<file path="src/rtl/fxalu_pkg.sv">
// Package: command codes, widths and shared types for the fixed-point ALU.
`timescale 1ns / 1ps
package fxalu_pkg;

    localparam int DataWidth = 32;
    localparam int FractionBitsDefault = 8;

    typedef enum logic [3:0] {
        CMD_ADD      = 4'd0,
        CMD_SUB      = 4'd1,
        CMD_MUL      = 4'd2,
        CMD_DIV      = 4'd3,
        CMD_CMP      = 4'd4,
        CMD_MIN      = 4'd5,
        CMD_MAX      = 4'd6,
        CMD_INC      = 4'd7,
        CMD_DEC      = 4'd8,
        CMD_TO_INT   = 4'd9,
        CMD_FROM_INT = 4'd10
    } cmd_t;

    // Per-beat control that travels down the pipeline with the data.
    typedef struct packed {
        logic       valid;
        logic [3:0] command;
        logic       neg;
    } ctl_t;

    // Result flags of one beat.
    typedef struct packed {
        logic is_less;
        logic is_equal;
        logic is_greater;
        logic overflowed;
        logic divide_by_zero;
    } flags_t;

endpackage

</file>
<file path="src/rtl/fxalu_fast.sv">
// Fast path: add/sub, compares, min/max, inc/dec, conversions, multiply.
`timescale 1ns / 1ps
module fxalu_fast #(
    parameter int FractionBits = fxalu_pkg::FractionBitsDefault
) (
    input  logic                                  clk,
    input  logic                                  rst_n,
    input  logic                                  in_valid,
    input  logic [3:0]                            command,
    input  logic signed [fxalu_pkg::DataWidth-1:0] operand_a,
    input  logic signed [fxalu_pkg::DataWidth-1:0] operand_b,
    output logic                                  out_valid,
    output logic signed [fxalu_pkg::DataWidth-1:0] out_value,
    output fxalu_pkg::flags_t                     out_flags
);
    import fxalu_pkg::*;

    localparam logic signed [33:0] SatMax = 34'sd2147483647;
    localparam logic signed [33:0] SatMin = -34'sd2147483648;

    // Stage 1: magnitudes, simple results.
    ctl_t                     c1_reg;
    logic [31:0]              ma_reg, mb_reg;
    logic signed [33:0]       s1_reg;
    logic                     sat1_reg;
    flags_t                   f1_reg;

    logic [31:0]              ma, mb;
    logic signed [33:0]       s1;
    logic                     sat1;
    flags_t                   f1;
    logic signed [63:0]       shl;

    always_comb
    begin
        ma   = operand_a[31] ? 32'(-operand_a) : operand_a;
        mb   = operand_b[31] ? 32'(-operand_b) : operand_b;
        s1   = '0;
        sat1 = 1'b1;
        f1   = '0;
        shl  = 64'(operand_a) <<< FractionBits;
        case (command)
            CMD_ADD:  s1 = 34'(operand_a) + 34'(operand_b);
            CMD_SUB:  s1 = 34'(operand_a) - 34'(operand_b);
            CMD_INC:  s1 = 34'(operand_a) + 34'sd1;
            CMD_DEC:  s1 = 34'(operand_a) - 34'sd1;
            CMD_CMP:
            begin
                f1.is_less    = operand_a < operand_b;
                f1.is_equal   = operand_a == operand_b;
                f1.is_greater = operand_a > operand_b;
            end
            CMD_MIN:  s1 = 34'(operand_a < operand_b ? operand_a : operand_b);
            CMD_MAX:  s1 = 34'(operand_a > operand_b ? operand_a : operand_b);
            CMD_TO_INT:
            begin
                s1 = operand_a[31] ? -34'(ma >> FractionBits) : 34'(ma >> FractionBits);
            end
            CMD_FROM_INT:
            begin
                if (shl > 64'(SatMax))      s1 = SatMax + 34'sd1;
                else if (shl < 64'(SatMin)) s1 = SatMin - 34'sd1;
                else                        s1 = 34'(shl);
            end
            default: sat1 = 1'b0;
        endcase
    end

    always_ff @(posedge clk or negedge rst_n)
    begin
        if (!rst_n) c1_reg <= '0;
        else        c1_reg <= '{valid: in_valid, command: command,
                                neg: operand_a[31] ^ operand_b[31]};
    end

    always_ff @(posedge clk)
    begin
        ma_reg         <= ma;
        mb_reg         <= mb;
        s1_reg         <= s1;
        sat1_reg       <= sat1;
        f1_reg         <= f1;
    end

    // Stage 2: unsigned magnitude product.
    ctl_t               c2_reg;
    logic [63:0]        p2_reg;
    logic signed [33:0] s2_reg;
    flags_t             f2_reg;

    always_ff @(posedge clk or negedge rst_n)
    begin
        if (!rst_n) c2_reg <= '0;
        else        c2_reg <= c1_reg;
    end

    always_ff @(posedge clk)
    begin
        p2_reg         <= 64'(ma_reg) * 64'(mb_reg);
        s2_reg         <= sat1_reg ? s1_reg : 34'sd0;
        f2_reg         <= f1_reg;
    end

    // Stage 3: rounding of the product.
    ctl_t        c3_reg;
    logic [63:0] q3_reg;
    logic signed [33:0] s3_reg;
    flags_t      f3_reg;

    always_ff @(posedge clk or negedge rst_n)
    begin
        if (!rst_n) c3_reg <= '0;
        else        c3_reg <= c2_reg;
    end

    always_ff @(posedge clk)
    begin
        q3_reg <= (p2_reg + (64'd1 << (FractionBits - 1))) >> FractionBits;
        s3_reg <= s2_reg;
        f3_reg <= f2_reg;
    end

    // Stage 4: sign and saturation.
    logic signed [33:0] v4;
    logic               big;
    logic               ovf4;
    logic signed [31:0] r4;

    always_comb
    begin
        big  = |q3_reg[63:32];
        v4   = s3_reg;
        if (c3_reg.command == CMD_MUL)
        begin
            if (big) v4 = c3_reg.neg ? SatMin - 34'sd1 : SatMax + 34'sd1;
            else     v4 = c3_reg.neg ? -34'(q3_reg[32:0]) : 34'(q3_reg[32:0]);
        end
        ovf4 = (v4 > SatMax) || (v4 < SatMin);
        if (v4 > SatMax)      r4 = 32'sh7fffffff;
        else if (v4 < SatMin) r4 = 32'sh80000000;
        else                  r4 = 32'(v4);
    end

    always_ff @(posedge clk or negedge rst_n)
    begin
        if (!rst_n) out_valid <= 1'b0;
        else        out_valid <= c3_reg.valid;
    end

    always_ff @(posedge clk)
    begin
        out_value <= r4;
        out_flags <= '{is_less: f3_reg.is_less, is_equal: f3_reg.is_equal,
                       is_greater: f3_reg.is_greater, overflowed: ovf4,
                       divide_by_zero: f3_reg.divide_by_zero};
    end
endmodule

</file>
<file path="config.mk">
export PLATFORM = sky130hd
export DESIGN_NAME = fxalu_fast
export DESIGN_NICKNAME = d
export VERILOG_FILES = /design/src/rtl/fxalu_pkg.sv /design/src/rtl/fxalu_fast.sv
export SDC_FILE = /design/constraint.sdc
export NUM_CORES = 2
export LEC_CHECK = 0
export CORE_ASPECT_RATIO = 1.1
export CORE_UTILIZATION = 35
export CTS_BUF_LIST = sky130_fd_sc_hd__clkbuf_2 sky130_fd_sc_hd__clkbuf_4 sky130_fd_sc_hd__clkbuf_8
export DETAILED_ROUTE_END_ITERATION = 16
export DONT_BUFFER_PORTS = 1
export PLACE_DENSITY = 0.5
export SLEW_MARGIN = 5
export SYNTH_ARGS = -nofsm -noshare
export SYNTH_HDL_FRONTEND = slang
export SYNTH_SLANG_ARGS = --single-unit
</file>
<file path="constraint.sdc">
create_clock -name clk -period 7.3 [get_ports clk]
set_input_delay 1.46 -clock clk [delete_from_list [all_inputs] [get_ports clk]]
set_output_delay 1.46 -clock clk [all_outputs]
set_load 0.02 [all_outputs]
</file>
; ---- Yosys cells after proc, flatten, opt, wreduce, memory -nomap -nowiden
; Index checks and enable logic that the tools add are counted.
[op_classes]
addsub = 9
n_mul = 1
magnitude_cmp = 6
eq_ne = 10
n_mux = 14
n_bitwise = 1
reduce_logical = 4
[op_table]
columns = cell, n
row1 = $mux 34, 9
row2 = $pmux 34 s8, 1
row3 = $add 64x8->64 const B, 1
row4 = $mul 32x32->64, 1
row5 = $mux 32, 2
row6 = $neg 32->32, 2
row7 = $gt 40x32->1 const B, 1
row8 = $lt 40x32->1 const B, 1
row9 = $gt 34x32->1 const B, 1
row10 = $lt 34x32->1 const B, 1
row11 = $neg 24->34, 1
row12 = $neg 33->34, 1
row13 = $add 32x2->33 const B, 1
row14 = $add 32x32->33, 1
row15 = $sub 32x2->33 const B, 1
row16 = $sub 32x32->33, 1
row17 = $eq 32x32->1, 1
row18 = $gt 32x32->1, 1
row19 = $lt 32x32->1, 1
row20 = $mux 31, 1
row21 = $reduce_or 24->1, 1
row22 = $eq 4x3->1 const B, 4
row23 = $eq 4x4->1 const B, 3
row24 = $reduce_or 9->1, 1
row25 = other kinds (6), 6
[word_totals]
ff_bits = 351
inputBits = 71
output_inout_bits = 38

; ---- Longest topological paths before layout
[depth]
depth_word = 6
mapped_depth = 28
depth_no_buf = 26

; ---- Least setup slack after synthesis
; No wires, ideal clock.
[synth_path]
kind = register to register
from = register mb_reg[10]
to = register p2_reg[62]
setup_time_ns = 0.072
t_arrival_ns = 7.101
required_ns = 7.228
path_slack_ns = 0.127
stages_incl_launch_ff = 26
n_path_buf = 1
path_cell_list = dfxtp_1 clkbuf_1 and2_1 fa_1 fa_1 inv_1 fa_1 fa_1 inv_1 fa_1 fa_1 fa_1 inv_1 fa_1 inv_1 ha_1 a21oi_1 o21bai_1 a21o_1 a211o_1 a311oi_1 o31ai_1 a221o_1 a22o_1 a31oi_1 xnor2_1
[synth_via]
elab_chain_cells = 1
[synth_rtl]
columns = element, line_no
row1 = "start, declared", fxalu_fast.sv:23  ; logic [31:0] ma_reg, mb_reg;
row2 = "start signal, assigned", fxalu_fast.sv:79  ; mb_reg <= mb;
row3 = $mul 32x32->64, fxalu_fast.sv:99  ; p2_reg <= 64'(ma_reg) * 64'(mb_reg);
row4 = "end signal, assigned", fxalu_fast.sv:99
row5 = "end, declared", fxalu_fast.sv:87  ; logic [63:0] p2_reg;
; Every way passes these cells.
; A chain may end at the register's enable or synchronous reset.

; ---- Worst setup path after layout
[layout_path]
from = register mb_reg[4]
to = register p2_reg[62]
; Same word-level chain as after synthesis.

==> metrics.cfg <==
[sta]
hold_viol=0
min_period_over_period_pct=105
rsz0062_at_grt=yes
tns_ns=-2.38
final.setup.worst_slack_ns=-0.335
worst_pin_slew_ns=1.15
fin_crit_ns=7.64
slew_viol_final=0
maxSlewHeadroom_pct=22.9
fin_hold_ws_ns=0.316
fin_skew_ns=0.0576
fmax_ghz=0.131
finalSetupViolations=14

[finish]
area_delta_synth_final_pct=15.7
stdcell_area_um2=60100
drive_above_1_share_pct=14.4
seqCellArea_um2=7030
final_nets=7380
largest_register_ffs=57
fillCellCount=14700
multiInputGateArea_um2=40900

[hold_path]
hp-class=reg -> reg
worstHoldStart=f1_reg[2]$_SDFF_PN0_
holdPathEnd=f2_reg[2]$_DFF_P_
hold_path_depth=0

[critical_path]
regToRegStartpoint=mb_reg[4]$_DFF_P_
endpoint_kind=flip-flop
reg2reg_setup_slack_ns=-0.34
cpMostUsedCell=fa_1
start_kind=flip-flop
r2r_cells=29
crit_type=reg -> reg
crit_family=adder cells
crit_buf_inv=9
timing.rr.end=p2_reg[62]$_DFF_P_
cp_max_fo=6
arrival_ns=8.19
cp.required_ns=7.85
crit_path_max_incr_delay_ns=0.57
critPathSlowestCell=fa_1

[route]
post_drt_via_cell_ratio=5.17
drtIter0Drc=2678
vias=41700
drc_errors=0
ant_nets=0
routed_wl_um=177000
first_pass_iters=6
avgRoutedWirePerCell_um=22.0

[clock_tree]
htreeDepth=2
clk-insertion-delay-late_ns=0.72
cts_root_buf=clkbuf_8
clock_path_buffers=3
cts.sinks=344
clk_pin_slew_ns=0.06
cts_inserted_buffers=57
cts_tree=built
cts-hold-fix-buffers=0

[yosys]
ys_types=92
yosysMostFrequentCell=inv_1
synth_edf_count=0
yosys.area.top_type=fa_1
syn-num-nets=7219
syn_inst=5921
yosysSeqAreaShare_pct=13.4
ys_warn_count=0
ys_async_sr_fraction_pct=5.52
synth_top_flop_cell=dfxtp_1
synth_seq_cells=344
netlist_top_cells_count=963 x inv_1, 897 x fa_1, 647 x and2_1, 647 x nand2_1, 351 x clkbuf_1
synth_area_leaders=fa_1 35%, dfxtp_1 13%, ha_1 7.9%, and2_1 7.8%, inv_1 7.0%
synth_area_um2=52000
syn_area_per_cell_um2=8.77
synth_top_area_share_pct=34.6

[global_routing]
antenna_found_initial=11
grt_max_degree=90
track_usage_pct=23.9
overflow=0
grt_pass1_vias=43600
grt_pass1_wl_um=272000

[floorplan]
initial_core_util_pct=35.4
core_um2=147000
ioPinCount=109
dieHeight_um=406
die-width_um=369
rows=147
die-area_um2=150000

[job]
cap_violations=0

[place]
post-place-ws_ns=-0.854
io_buffers=0
placed_area_um2=57200
place.gp.congestion=0.914
dp_hpwl_um=143000

[outcome]
outcome=finished, violations left
violations=negative setup slack

==> worst register-to-register path, delay by kind of cell, from the launching register on <==
family                   cells  cell delay, ns
buffers and inverters        9            0.90
flip-flops                   1            0.40
XOR/XNOR                     1            0.10
AO/OA/AOI/OAI                9            2.07
adder cells (fa/ha/maj)      9            3.89
AND/OR/NAND/NOR              1            0.15
==> metal layers <==
layer	vias to the layer above	global-route usage (%)	routed length, um	share of wire, %
met2	1116	40.7	86500	49
met4	6	8.79	7230	4.1
li1	19100	-	-	-
met1	21300	30.8	74400	42
met5	-	0	40	0.023
met3	254	3.10	9160	5.2
==> through the flow <==
stage                     util (%)  instances
after floorplan                  -       5921
after global placement        39.0       7912
after detailed placement      39.0       7912
after CTS                     40.5       8037
after global routing          41.0       8065
final                         41.0       8068
==> logic make-up after synthesis <==
logic type | after synthesis | synth area share (%)
buf+inv | 1333 | 9.67
mux | 57 | 1.12
fa+ha+maj | 1227 | 42.5
simple gates | 1903 | 18.9
xor+xnor | 212 | 3.57
flops | 344 | 13.4
compound gates | 844 | 10.8
other cells | 1 | 0.00722
==> area by class of cell <==
type / instances / share of cell area, %
multi-input combinational: 4244 / 68.1
tap: 1937 / 4.03
clock inverter: 19 / 0.348
antenna: 6 / 0.0250
clock buffer: 83 / 1.72
sequential: 344 / 11.7
inverter: 963 / 6.01
timing repair buffer: 472 / 8.07
==> how the worst max path moves through the flow <==
stage,from,end,slack (ns),cells after the start
global placement,mb_reg[2]$_DFF_P_,p2_reg[58]$_DFF_P_,-0.85,28
global route,mb_reg[4]$_DFF_P_,p2_reg[62]$_DFF_P_,-0.56,28
floorplan,mb_reg[10]$_DFF_P_,p2_reg[62]$_DFF_P_,0.13,25
detailed placement,mb_reg[2]$_DFF_P_,p2_reg[58]$_DFF_P_,-0.85,28
finish,mb_reg[4]$_DFF_P_,p2_reg[62]$_DFF_P_,-0.34,29
CTS,ma_reg[12]$_DFF_P_,p2_reg[62]$_DFF_P_,-0.31,27
==> what timing repair did <==
action                                  in CTS  in global routing
gates cloned                                 6                  3
pin swaps                                  108                104
setup buffers                               19                 35
endpoints found under the setup margin      26                 32
resized for setup                          173                160
==> cells in the final DEF, fill, tap and decap left out, drive strengths merged, types with 75 or more instances in the layout <==
cell type and count:
a21oi 224, and2 647, buf 469, clkbuf 86, dfxtp 325, fa 897, ha 330, inv 966
nand2 647, nand3 102, nor2 167, nor3 75, o21ai 192, xnor2 162
Power is not shown: default switching activity piles up to over one toggle a cycle in this logic, so the estimate is an artifact.
